--- src/hdl/array_append_remove_by_value_unit_macros.svh ---
// ----------------------------------------------------------------------------
// Assertion macros for the array append / remove-by-value unit
// Shared concurrent assertion forms, used one per line in the RTL modules.
// ----------------------------------------------------------------------------
`ifndef ARRAY_APPEND_REMOVE_BY_VALUE_UNIT_MACROS_SVH
`define ARRAY_APPEND_REMOVE_BY_VALUE_UNIT_MACROS_SVH

// Same-cycle implication, disabled during reset.
`define AARV_ASSERT_IMPLIES(label, clk, rst, ante, cons, msg) \
   label: assert property (@(posedge clk) disable iff (rst) (ante) |-> (cons)) \
      else $error(msg);

// Next-cycle implication, disabled during reset.
`define AARV_ASSERT_NEXT(label, clk, rst, ante, cons, msg) \
   label: assert property (@(posedge clk) disable iff (rst) (ante) |=> (cons)) \
      else $error(msg);

`endif

--- src/hdl/aarv_pkg.sv ---
// ----------------------------------------------------------------------------
// aarv_pkg
// Constants, codes and controller/datapath interface types of the unit.
// ----------------------------------------------------------------------------
`default_nettype none

package aarv_pkg;

   localparam int CAPACITY   = 64;
   localparam int ADDR_W     = $clog2(CAPACITY);
   localparam int CNT_W      = $clog2(CAPACITY + 1);
   localparam int DATA_W     = 32;
   localparam int FUNC_W     = 2;
   localparam int KIND_W     = 2;
   localparam int RSP_CNT_W  = 7;
   localparam int REQ_DATA_W = 32;
   localparam int RSP_DATA_W = 40;
   localparam int RSP_PAD_W  = RSP_DATA_W - DATA_W - RSP_CNT_W;

   // Operation codes carried in req_tuser. Code 3 is unused and is answered with a done word.
   typedef enum logic [FUNC_W-1:0] {
      FUNC_APPEND = 2'd0,
      FUNC_DELETE = 2'd1,
      FUNC_READ   = 2'd2
   } func_type;

   // Result kinds carried in rsp_tuser.
   typedef enum logic [KIND_W-1:0] {
      KIND_DONE  = 2'd0,
      KIND_ELEM  = 2'd1,
      KIND_FULL  = 2'd2,
      KIND_EMPTY = 2'd3
   } kind_type;

   // Commands from the controller to the datapath.
   typedef struct packed {
      logic     load;        // capture the accepted request
      logic     clr_ptr;     // reset read and write pointers
      logic     del_issue;   // delete walk: read entry at rd, advance rd
      logic     del_commit;  // delete walk done: count takes the write pointer
      logic     app_write;   // append: store value at count, count grows
      logic     ro_issue;    // read out: read entry at rd
      logic     emit;        // load the response register
      kind_type emit_kind;
      logic     emit_last;
   } cmd_type;

   // Status from the datapath to the controller.
   typedef struct packed {
      logic [FUNC_W-1:0] func;
      logic              full;
      logic              empty;
      logic              rd_end;
      logic              rd_last;
      logic              pend;
      logic              slot_free;
   } sts_type;

endpackage

`default_nettype wire

--- src/hdl/aarv_ram.sv ---
// ----------------------------------------------------------------------------
// aarv_ram
// Generic single-write, single-read RAM with registered read data.
// ----------------------------------------------------------------------------
`default_nettype none

module aarv_ram #(
   parameter int WIDTH = 32,
   parameter int DEPTH = 64
) (
   input  wire logic                     clock,
   input  wire logic                     we,
   input  wire logic [$clog2(DEPTH)-1:0] waddr,
   input  wire logic [WIDTH-1:0]         wdata,
   input  wire logic                     re,
   input  wire logic [$clog2(DEPTH)-1:0] raddr,
   output logic      [WIDTH-1:0]         rdata
);

   logic [WIDTH-1:0] mem_ff [DEPTH];
   logic [WIDTH-1:0] rdata_ff;

   always_ff @(posedge clock) begin
      if (we) begin
         mem_ff[waddr] <= wdata;
      end
      if (re) begin
         rdata_ff <= mem_ff[raddr];
      end
   end

   assign rdata = rdata_ff;

endmodule

`default_nettype wire

--- src/hdl/aarv_dpath.sv ---
// ----------------------------------------------------------------------------
// aarv_dpath
// Element store, count, walk pointers and the response register.
// ----------------------------------------------------------------------------
`default_nettype none
`include "array_append_remove_by_value_unit_macros.svh"

module aarv_dpath
   import aarv_pkg::*;
(
   input  wire logic                  clock,
   input  wire logic                  reset,
   input  wire cmd_type               cmd,
   output sts_type                    sts,
   input  wire logic [FUNC_W-1:0]     req_func,
   input  wire logic [DATA_W-1:0]     req_value,
   input  wire logic                  rsp_tready,
   output logic                       rsp_tvalid,
   output logic      [RSP_DATA_W-1:0] rsp_tdata,
   output logic      [KIND_W-1:0]     rsp_tuser,
   output logic                       rsp_tlast
);

   logic [FUNC_W-1:0] func_ff;
   logic [DATA_W-1:0] value_ff;
   logic [CNT_W-1:0]  count_ff, count_in;
   logic [CNT_W-1:0]  rd_ff, rd_in;
   logic [CNT_W-1:0]  wr_ff, wr_in;
   logic              pend_ff, pend_in;
   logic              rsp_valid_ff, rsp_valid_in;
   logic [KIND_W-1:0] rsp_kind_ff;
   logic [DATA_W-1:0] rsp_elem_ff;
   logic [CNT_W-1:0]  rsp_count_ff;
   logic              rsp_last_ff;

   logic              keep;
   logic              ram_we;
   logic [ADDR_W-1:0] ram_waddr;
   logic [DATA_W-1:0] ram_wdata;
   logic              ram_re;
   logic [DATA_W-1:0] ram_rdata;

   // A delete walk keeps an entry when it differs from the value.
   assign keep      = pend_ff && (ram_rdata != value_ff);
   assign ram_we    = cmd.app_write || keep;
   assign ram_waddr = cmd.app_write ? count_ff[ADDR_W-1:0] : wr_ff[ADDR_W-1:0];
   assign ram_wdata = cmd.app_write ? value_ff : ram_rdata;
   assign ram_re    = cmd.del_issue || cmd.ro_issue;

   aarv_ram #(
      .WIDTH (DATA_W),
      .DEPTH (CAPACITY)
   ) u_ram (
      .clock (clock),
      .we    (ram_we),
      .waddr (ram_waddr),
      .wdata (ram_wdata),
      .re    (ram_re),
      .raddr (rd_ff[ADDR_W-1:0]),
      .rdata (ram_rdata)
   );

   always_comb begin
      count_in = count_ff;
      if (cmd.app_write) begin
         count_in = count_ff + CNT_W'(1);
      end else if (cmd.del_commit) begin
         count_in = wr_ff;
      end

      rd_in = rd_ff;
      if (cmd.clr_ptr) begin
         rd_in = '0;
      end else if (cmd.del_issue || (cmd.emit && cmd.emit_kind == KIND_ELEM)) begin
         rd_in = rd_ff + CNT_W'(1);
      end

      wr_in = wr_ff;
      if (cmd.clr_ptr) begin
         wr_in = '0;
      end else if (keep) begin
         wr_in = wr_ff + CNT_W'(1);
      end

      pend_in = cmd.del_issue;

      rsp_valid_in = rsp_valid_ff && !rsp_tready;
      if (cmd.emit) begin
         rsp_valid_in = 1'b1;
      end
   end

   always_ff @(posedge clock) begin
      if (reset) begin
         count_ff     <= '0;
         rd_ff        <= '0;
         wr_ff        <= '0;
         pend_ff      <= 1'b0;
         rsp_valid_ff <= 1'b0;
      end else begin
         count_ff     <= count_in;
         rd_ff        <= rd_in;
         wr_ff        <= wr_in;
         pend_ff      <= pend_in;
         rsp_valid_ff <= rsp_valid_in;
      end
   end

   always_ff @(posedge clock) begin
      if (cmd.load) begin
         func_ff  <= req_func;
         value_ff <= req_value;
      end
      if (cmd.emit) begin
         rsp_kind_ff  <= cmd.emit_kind;
         rsp_elem_ff  <= (cmd.emit_kind == KIND_ELEM) ? ram_rdata : '0;
         rsp_count_ff <= count_in;
         rsp_last_ff  <= cmd.emit_last;
      end
   end

   assign sts.func      = func_ff;
   assign sts.full      = count_ff >= CNT_W'(CAPACITY);
   assign sts.empty     = count_ff == '0;
   assign sts.rd_end    = rd_ff == count_ff;
   assign sts.rd_last   = (rd_ff + CNT_W'(1)) == count_ff;
   assign sts.pend      = pend_ff;
   assign sts.slot_free = !rsp_valid_ff || rsp_tready;

   assign rsp_tvalid = rsp_valid_ff;
   assign rsp_tdata  = {RSP_PAD_W'(0), RSP_CNT_W'(rsp_count_ff), rsp_elem_ff};
   assign rsp_tuser  = rsp_kind_ff;
   assign rsp_tlast  = rsp_last_ff;

   `AARV_ASSERT_IMPLIES(a_count_bound, clock, reset, 1'b1, count_ff <= CNT_W'(CAPACITY), "count exceeds capacity")
   `AARV_ASSERT_IMPLIES(a_wr_behind_rd, clock, reset, 1'b1, wr_ff <= rd_ff, "delete write pointer passed read pointer")
   `AARV_ASSERT_IMPLIES(a_append_room, clock, reset, cmd.app_write, !sts.full, "append write into a full store")

endmodule

`default_nettype wire

--- src/hdl/aarv_ctrl.sv ---
// ----------------------------------------------------------------------------
// aarv_ctrl
// Operation sequencer: accepts a request, walks the store, paces results.
// ----------------------------------------------------------------------------
`default_nettype none
`include "array_append_remove_by_value_unit_macros.svh"

module aarv_ctrl
   import aarv_pkg::*;
(
   input  wire logic              clock,
   input  wire logic              reset,
   input  wire logic              req_tvalid,
   input  wire logic [FUNC_W-1:0] req_func,
   output logic                   req_tready,
   input  wire sts_type           sts,
   output cmd_type                cmd
);

   typedef enum logic [4:0] {
      ST_IDLE    = 5'b00001,
      ST_DEL     = 5'b00010,
      ST_RO_READ = 5'b00100,
      ST_RO_EMIT = 5'b01000,
      ST_EMIT    = 5'b10000
   } state_type;

   state_type state_ff, state_in;

   always_comb begin
      state_in   = state_ff;
      cmd        = '0;
      req_tready = 1'b0;

      unique case (state_ff)
         ST_IDLE: begin
            req_tready = 1'b1;
            if (req_tvalid) begin
               cmd.load    = 1'b1;
               cmd.clr_ptr = 1'b1;
               if (req_func == FUNC_DELETE) begin
                  state_in = ST_DEL;
               end else if (req_func == FUNC_READ) begin
                  state_in = ST_RO_READ;
               end else begin
                  state_in = ST_EMIT;
               end
            end
         end
         ST_DEL: begin
            // Reads stream one per cycle; kept entries are written in the cycle after their read.
            if (!sts.rd_end) begin
               cmd.del_issue = 1'b1;
            end else if (!sts.pend) begin
               cmd.del_commit = 1'b1;
               state_in       = ST_EMIT;
            end
         end
         ST_RO_READ: begin
            if (sts.empty) begin
               state_in = ST_EMIT;
            end else begin
               cmd.ro_issue = 1'b1;
               state_in     = ST_RO_EMIT;
            end
         end
         ST_RO_EMIT: begin
            if (sts.slot_free) begin
               cmd.emit      = 1'b1;
               cmd.emit_kind = KIND_ELEM;
               cmd.emit_last = sts.rd_last;
               state_in      = sts.rd_last ? ST_IDLE : ST_RO_READ;
            end
         end
         ST_EMIT: begin
            if (sts.slot_free) begin
               cmd.emit      = 1'b1;
               cmd.emit_last = 1'b1;
               if (sts.func == FUNC_APPEND) begin
                  cmd.emit_kind = sts.full ? KIND_FULL : KIND_DONE;
                  cmd.app_write = !sts.full;
               end else if (sts.func == FUNC_READ) begin
                  cmd.emit_kind = KIND_EMPTY;
               end else begin
                  cmd.emit_kind = KIND_DONE;
               end
               state_in = ST_IDLE;
            end
         end
         default: begin
            state_in = ST_IDLE;
         end
      endcase
   end

   always_ff @(posedge clock) begin
      if (reset) begin
         state_ff <= ST_IDLE;
      end else begin
         state_ff <= state_in;
      end
   end

   `AARV_ASSERT_IMPLIES(a_ro_nonempty, clock, reset, state_ff == ST_RO_EMIT, !sts.empty, "read out of an empty store")
   `AARV_ASSERT_IMPLIES(a_emit_free, clock, reset, cmd.emit, sts.slot_free, "response loaded while still held")
   `AARV_ASSERT_NEXT(a_load_leaves_idle, clock, reset, cmd.load, state_ff != ST_IDLE, "request accepted but no work started")

endmodule

`default_nettype wire

--- src/hdl/array_append_remove_by_value_unit.sv ---
// ----------------------------------------------------------------------------
// array_append_remove_by_value_unit
// Packed store of up to 64 signed words: append, delete-all-equal, read out.
// Requests arrive on req_* (req_tuser = operation, req_tdata = value). Each
// request gives one or more response words on rsp_*, the final one marked by
// rsp_tlast. An append stores its value and returns a done word; a full store
// gives a rejected-full word instead. A delete walks the store through the
// single RAM read port at one entry per cycle, keeping each entry that
// differs from the value, then gives its done word. A read out handles each
// element as a RAM read, then a response load, and gives an empty word when
// nothing is stored. One request is in work at a time; req_tready is high
// only while the unit is idle, and a response waiting in the output register
// does not block the next request. When rsp_tready is low the response
// register holds its word; a read out pauses until it is taken, and a delete
// walk runs to its end and then waits with its done word. Reset clears the
// element count; the RAM contents are not cleared and need no clearing pass.
// ----------------------------------------------------------------------------
`default_nettype none

module array_append_remove_by_value_unit
   import aarv_pkg::*;
(
   input  wire logic                  clock,
   input  wire logic                  reset,
   // Request channel.
   input  wire logic                  req_tvalid,
   output logic                       req_tready,
   input  wire logic [REQ_DATA_W-1:0] req_tdata,  // [31:0] value (signed)
   input  wire logic [FUNC_W-1:0]     req_tuser,  // [1:0] func
   // Response channel.
   output logic                       rsp_tvalid,
   input  wire logic                  rsp_tready,
   output logic      [RSP_DATA_W-1:0] rsp_tdata,  // [31:0] element, [38:32] count, [39] zero
   output logic      [KIND_W-1:0]     rsp_tuser,  // [1:0] kind
   output logic                       rsp_tlast   // last word of this request's run
);

   cmd_type cmd;
   sts_type sts;

   // The controller sequences each operation; the datapath owns all storage.
   aarv_ctrl u_ctrl (
      .clock      (clock),
      .reset      (reset),
      .req_tvalid (req_tvalid),
      .req_func   (req_tuser),
      .req_tready (req_tready),
      .sts        (sts),
      .cmd        (cmd)
   );

   aarv_dpath u_dpath (
      .clock      (clock),
      .reset      (reset),
      .cmd        (cmd),
      .sts        (sts),
      .req_func   (req_tuser),
      .req_value  (req_tdata[DATA_W-1:0]),
      .rsp_tready (rsp_tready),
      .rsp_tvalid (rsp_tvalid),
      .rsp_tdata  (rsp_tdata),
      .rsp_tuser  (rsp_tuser),
      .rsp_tlast  (rsp_tlast)
   );

endmodule

`default_nettype wire
--- config.mk ---
export PLATFORM = sky130hd
export DESIGN_NAME = array_append_remove_by_value_unit
export DESIGN_NICKNAME = d
export VERILOG_FILES = /design/src/hdl/aarv_pkg.sv /design/src/hdl/aarv_ram.sv /design/src/hdl/aarv_dpath.sv /design/src/hdl/aarv_ctrl.sv /design/src/hdl/array_append_remove_by_value_unit.sv
export VERILOG_INCLUDE_DIRS = /design/src /design/src/hdl
export SDC_FILE = /design/constraint.sdc
export NUM_CORES = 2
export LEC_CHECK = 0
export ABC_CLOCK_PERIOD_IN_PS = 11100
export BUFFER_PORTS_ARGS = -buffer_cell sky130_fd_sc_hd__clkbuf_2
export CAP_MARGIN = 0
export CORE_ASPECT_RATIO = 0.5
export CORE_MARGIN = 1.5
export CORE_UTILIZATION = 35
export CTS_BUF_LIST = sky130_fd_sc_hd__clkbuf_8
export CTS_CLUSTER_SIZE = 14
export DETAILED_ROUTE_END_ITERATION = 12
export GPL_ROUTABILITY_DRIVEN = 1
export GPL_TIMING_DRIVEN = 0
export SETUP_SLACK_MARGIN = 0.15
export SYNTH_ARGS = -nofsm -noshare
export SYNTH_HDL_FRONTEND = slang
export SYNTH_SLANG_ARGS = --single-unit
export TNS_END_PERCENT = 20
--- constraint.sdc ---
create_clock -name clock -period 11.1 [get_ports clock]
set_clock_uncertainty 0.15 [all_clocks]
set_input_delay 1.665 -clock clock [delete_from_list [all_inputs] [get_ports clock]]
set_output_delay 1.665 -clock clock [all_outputs]
set_load 0.05 [all_outputs]
# [Word level (Yosys, flattened, before mapping)]
# Memories as Yosys holds them, arrays and structs flattened. A register that Yosys moved wholly into a read port is not among the register bits.
# Index checks and enable logic that the tools add are counted.
[totals] register_bits=104 wordCells=83 mem_count=1 ramBits=2048 inputBits=38
[mem_list] name="u_dpath.u_ram.mem_ff" words=64 width=32 rd=1 rd_clocked_by_memory_dff=1 write_ports=1 line="aarv_ram.sv:20" rtl="logic [WIDTH-1:0] mem_ff [DEPTH];"
[op_classes] add_sub_neg=3 n_lt_le_gt_ge=1 n_eq_ne=17 reduce_logical=14 mux=35
[ops] operator="5-bit two-way mux" n=8
[ops] operator="32-bit two-way mux" n=1
[ops] operator="32-bit inequality test" n=1
[ops] operator="5-bit one-hot mux with 5 select lines" n=1
[ops] operator="7-bit by 1-bit adder with 7-bit output (second input constant)" n=3
[ops] operator="7-bit == test" n=2
[ops] operator="7-bit two-way mux" n=2
[ops] operator="1-bit two-way mux" n=12
[ops] operator="2-bit two-way mux" n=6
[ops] operator="4-bit two-way mux" n=2
[ops] operator="2-bit inequality test (second input constant)" n=4
[ops] operator="4-bit one-hot mux with 2 select lines" n=1
[ops] operator="7-bit >= comparator (second input constant)" n=1
[ops] operator="7-bit logical NOT" n=1
[ops] operator="6-bit two-way mux" n=1
[ops] operator="5-bit by 1-bit == test with 1-bit output (second input constant)" n=1
[ops] operator="5-bit by 2-bit == test with 1-bit output (second input constant)" n=1
[ops] operator="5-bit by 3-bit == test with 1-bit output (second input constant)" n=1
[ops] operator="5-bit by 4-bit == test with 1-bit output (second input constant)" n=1
[ops] operator="5-bit == test (second input constant)" n=1
[ops] operator="5-bit AND reduction" n=1
[ops] operator="2-bit by 1-bit == test with 1-bit output (second input constant)" n=2
[ops] operator="2-bit == test (second input constant)" n=2
[ops] operator="1-bit logical OR" n=4
[ops] operator="6 further kinds" n=10

# [Logic depth before layout (Yosys ltp)]
[logic_depth] depth_word=8 mapped_depth=10

# [Modules after synthesis]
# A second synthesis with hierarchy kept.
[unflattened] hier_cells=3763 area_unflattened_um2=83985.5
[modules_own_cells] mod="aarv_ram" area_per_inst_um2=78835.6 instances=1 cells_per_inst=3324
[modules_own_cells] mod="aarv_dpath" area_per_inst_um2=4650.7 instances=1 cells_per_inst=370
[modules_own_cells] mod="aarv_ctrl" area_per_inst_um2=499.2 instances=1 cells_per_inst=69

# [Least setup slack after synthesis]
# Ideal clock, no wire load.
[synth_path] path_type="input to register" startpoint="in rsp_tready" endpoint="mem u_dpath.u_ram.mem_ff[32][0], enable pin" arrival_ps=5339 cell_stages=9 setup_ps=470 required_ps=10480 slack_ps=5141 path_cell_list="nand2b_1 > buf_2 > and4_1 > buf_4 > buf_6 > buf_6 > mux2i_1 > nand2_1 > a211oi_1"
[synth_via] elab_chain_cells=6
[synth_lines] element="start, declared" line="array_append_remove_by_value_unit.sv:32" rtl="input wire logic rsp_tready,"
[synth_lines] element="1-bit logical OR (*)" line="aarv_dpath.sv:128" rtl="assign sts.slot_free = !rsp_valid_ff || rsp_tready;"
[synth_lines] element="1-bit two-way mux (*)" line="aarv_ctrl.sv:76" rtl="if (sts.slot_free) begin"
[synth_lines] element="1-bit two-way mux (*)" line="aarv_ctrl.sv:35" rtl="unique case (state_ff)"
[synth_lines] element="1-bit logical OR" line="aarv_dpath.sv:45" rtl="assign ram_we = cmd.app_write || keep;"
[synth_lines] element="1-bit two-way mux" line="aarv_ram.sv:24" rtl="if (we) begin"
[synth_lines] element="1-bit two-way mux (not written as such)" line="aarv_ram.sv:25" rtl="mem_ff[waddr] <= wdata;"
[synth_lines] element="end, declared" line="aarv_ram.sv:20"
# Every way passes the cells marked *; elsewhere a longest branch is shown, timed or not.

# [Worst setup path in the final report]
[layout_path] startpoint="reg u_dpath.rd_ff[1]" endpoint="reg u_dpath.u_ram.rdata_ff[16], in the netlist u_dpath.u_ram.rdata[16], read port of u_dpath.u_ram.mem_ff (data pin)"
[layout_via] elab_chain_cells=4
[layout_lines] element="start, declared" line="aarv_dpath.sv:27" rtl="logic [CNT_W-1:0] rd_ff, rd_in;"
[layout_lines] element="start signal, assigned" line="aarv_dpath.sv:102" rtl="rd_ff <= rd_in;"
[layout_lines] element="7-bit == test" line="aarv_dpath.sv:125" rtl="assign sts.rd_end = rd_ff == count_ff;"
[layout_lines] element="1-bit two-way mux" line="aarv_ctrl.sv:52" rtl="if (!sts.rd_end) begin"
[layout_lines] element="2-bit two-way mux" line="aarv_ctrl.sv:35"
[layout_lines] element="1-bit logical OR" line="aarv_dpath.sv:48" rtl="assign ram_re = cmd.del_issue || cmd.ro_issue;"
[layout_lines] element="end, declared" line="aarv_ram.sv:21" rtl="logic [WIDTH-1:0] rdata_ff;"
# Several ways; a longest one is shown, not always the timed one.
# A chain may end at the register's enable or synchronous reset.

==> results.json <==
{
  "postRouteAntennaNets": 0,
  "synth-edff-count": 2156,
  "max_cap_violations": 2,
  "critPathMaxFanout": 11,
  "cts_max_level": 5,
  "clockBufferDepth": 4,
  "n_fill_cell": 20900,
  "portBuffers": 80,
  "ys_async_sr_fraction": 0,
  "dieWidth_um": 697,
  "period_share": 0.503,
  "power_mw": 15.2,
  "die-area_um2": 244000,
  "placementRows": 127,
  "cp_slowest_stage_delay_ns": 1.17,
  "tightest_slew_ns": 1.54,
  "synthToLayoutAreaGrowth_pct": 17.0,
  "vias": 44000,
  "irDropWorstVdd_mv": 0.132,
  "setup-violations-final": 0,
  "timing.critical_path.to_type": "flip-flop",
  "fmax_mhz": 179,
  "worst_path_most_repeated_cell": "buf_2",
  "grtUsageTotal": 0.193,
  "ys_seq_area_frac": 0.774,
  "syn_area_um2": 84300,
  "post_cts_buffers": 0,
  "grt_pass1_wl_um": 334000,
  "core_area_um2": 240000,
  "cpMaxStageDelayCell": "a21oi_1",
  "grt_max_degree": 65,
  "cts_hold_buffers": 0,
  "ys.flop_type": "edfxtp_1",
  "hold_violations": 0,
  "clkSlewWorstSetupHoldPaths_ns": 0.07,
  "wl_um": 239000,
  "nNetsFinal": 4534,
  "drcViolationCount": 0,
  "fin_tns_setup_ns": 0,
  "finalCriticalPeriod_ns": 5.58,
  "leakage_nw": 30.4,
  "cts_buffers": 342,
  "worstHoldPathType": "reg2reg",
  "path_cells": "buf_2, buf_4, buf_2, buf_2, nand2_1, buf_2, o22ai_1, nor2_1, a21oi_1, a211oi_1",
  "via_per_inst": 5.53,
  "status": "finished, violations left",
  "violations": "capacitance limit, slew limit",
  "postSynthCellCount": 3897,
  "path_buf_inv": 5,
  "die_y_um": 350,
  "required_ns": 11.62,
  "final_common_cell": "edfxtp_1",
  "gp_congestion": 0.936,
  "post_dp_cell_area_um2": 92800,
  "worstPathArrival_ns": 6.10,
  "drt_iter0_drc": 6120,
  "clkLatencyLatePin_ns": 1.07,
  "ys_warn_count": 0,
  "final_cell_area_um2": 98700,
  "ios": 83,
  "cts_resized": 0,
  "syn_nets": 3941,
  "grt_overflow": 0,
  "first_pass_iters": 5,
  "cpLargestDelayFamily": "buffers and inverters",
  "ctsRootBufferMaster": "clkbuf_8",
  "path_class": "reg2reg",
  "antenna_found_initial": 17,
  "start_util": 0.352,
  "worstSetupStartpointType": "flip-flop",
  "relSlewSlack": -0.0237,
  "powerDensity_nw_per_um2": 154,
  "drv_slew": 13,
  "clock_sinks": 2184,
  "yosys.cell_types.count": 79,
  "drive_above_1_share": 0.303,
  "rsz0062_at_grt": "no",
  "routedWlPerCell_um": 30.0,
  "grt_pass1_vias": 44000,
  "layout_common_cells": "2156 x edfxtp_1, 512 x mux4_2, 351 x clkbuf_8, 126 x nand2_1, 119 x inv_1",
  "avgSynthCellArea_um2": 21.6,
  "ys_seq_elements": 2184,
  "cts_tree": "yes",
  "dpl.hpwl_um": 166000
}
==> worst paths after layout <==
kind | start | end | slack [ns] | depth (start not counted)
setup / recovery | u_dpath.rd_ff[1]$_SDFFE_PP0P_ | u_dpath.u_ram.rdata[16]$_DFFE_PP_ | 5.52 | 10
hold / removal | u_dpath.rd_ff[6]$_SDFFE_PP0P_ | u_dpath.rd_ff[6]$_SDFFE_PP0P_ | 0.35 | 2
setup reg to reg | u_dpath.rd_ff[1]$_SDFFE_PP0P_ | u_dpath.u_ram.rdata[16]$_DFFE_PP_ | 5.52 | 10
hold reg to reg | u_dpath.rd_ff[6]$_SDFFE_PP0P_ | u_dpath.rd_ff[6]$_SDFFE_PP0P_ | 0.35 | 2
==> flip-flops by register name (all words and copies together) (netlist names) <==
| signal | cells |
|---|---|
| u_dpath.rd_ff | 7 |
| u_ctrl.state_ff | 5 |
| u_dpath.rsp_tvalid | 1 |
| u_dpath.u_ram.rdata | 32 |
| u_dpath.u_ram.mem_ff | 2048 |
| u_dpath.func_ff | 2 |
| u_dpath.wr_ff | 7 |
| u_dpath.value_ff | 32 |
| u_dpath.rsp_tlast | 1 |
| u_dpath.rsp_elem_ff | 32 |
| u_dpath.rsp_count_ff | 7 |
| u_dpath.pend_ff | 1 |
| u_dpath.count_ff | 7 |
| u_dpath.rsp_tuser | 2 |
==> cell usage after synthesis (5+ instances only) <==
cell | count | area (um2)
buf_4 | 36 | 270
o221ai_1 | 40 | 350
clkbuf_1 | 85 | 319
a221oi_1 | 32 | 280
nor2b_1 | 16 | 100
nand2_1 | 160 | 601
a22oi_1 | 96 | 721
a211oi_1 | 87 | 653
buf_2 | 97 | 485
o21ai_0 | 14 | 70.1
inv_1 | 14 | 52.6
buf_1 | 17 | 63.8
and3_1 | 64 | 400
dfxtp_1 | 28 | 561
nand3_1 | 35 | 175
ha_1 | 6 | 75.1
nor3_1 | 13 | 65.1
edfxtp_1 | 2156 | 64700
mux4_2 | 512 | 11500
mux2i_1 | 41 | 410
a31oi_1 | 5 | 31.3
xor2_1 | 38 | 333
nor2_1 | 50 | 188
nor4_1 | 10 | 62.6
mux2_2 | 6 | 67.6
nand4_1 | 6 | 37.5
o22ai_1 | 65 | 407
or2_2 | 8 | 50.1
xnor2_1 | 6 | 52.6
a21oi_1 | 72 | 360
nand2b_1 | 8 | 50.1
==> routing by layer <==
| layer | vias up | part of all wire | wire [um] | GRT usage |
|---|---|---|---|---|
| li1 | 17700 | - | - | - |
| met1 | 23500 | 0.39 | 94300 | 0.256 |
| met2 | 2356 | 0.48 | 115000 | 0.315 |
| met3 | 420 | 0.093 | 22100 | 0.0438 |
| met4 | 2 | 0.033 | 7870 | 0.0700 |
| met5 | - | 0.000029 | 7 | 0 |
==> cell families after synthesis <==
group                      Yosys count  synth area share
muxes                              564             0.143
AOI/OAI and AO/OA                  442            0.0386
DFF                               2184             0.774
xor gates and xnor gates            44           0.00457
other                                1         0.0000445
and+or+nand+nor                    401            0.0237
buffers and inverters              255            0.0148
adders and majority gates            6          0.000890
==> area by class of cell <==
type / count / area (um2) / share of cell area
sequential: 2184 / 65300 / 0.662
multi-input combinational: 1458 / 18700 / 0.189
clock buffer: 351 / 4830 / 0.0490
tap: 3225 / 4040 / 0.0409
timing repair buffer: 249 / 3570 / 0.0362
buffer: 241 / 1200 / 0.0121
clock inverter: 225 / 976 / 0.00989
inverter: 14 / 52.6 / 0.000533
antenna: 12 / 30.0 / 0.000304
==> worst min-delay path, cell delays in order, from the launching register on <==
cell and delay, ns:
dfxtp_1 0.33, nand2_1 0.06, mux2i_1 0.06
==> stage by stage <==
stage	hold slack, ns	setup WS, ns	instances	utilization
2_1_floorplan	0.292	5.14	3897	-
3_3_place_gp	0.322	0.866	7202	0.371
3_5_place_dp	0.334	5.65	7371	0.387
4_1_cts	0.343	5.84	7947	0.412
5_1_grt	0.373	5.70	7951	0.412
6_report	0.345	5.52	7959	0.412
==> report_power, final <==
group          switching, mW  total, mW  internal [mW]
sequential            0.0186       9.01           8.99
clock                   3.02       5.98           2.96
combinational          0.133      0.180         0.0466
total                   3.17       15.2           12.0
Power figures use the tool's default switching activity.
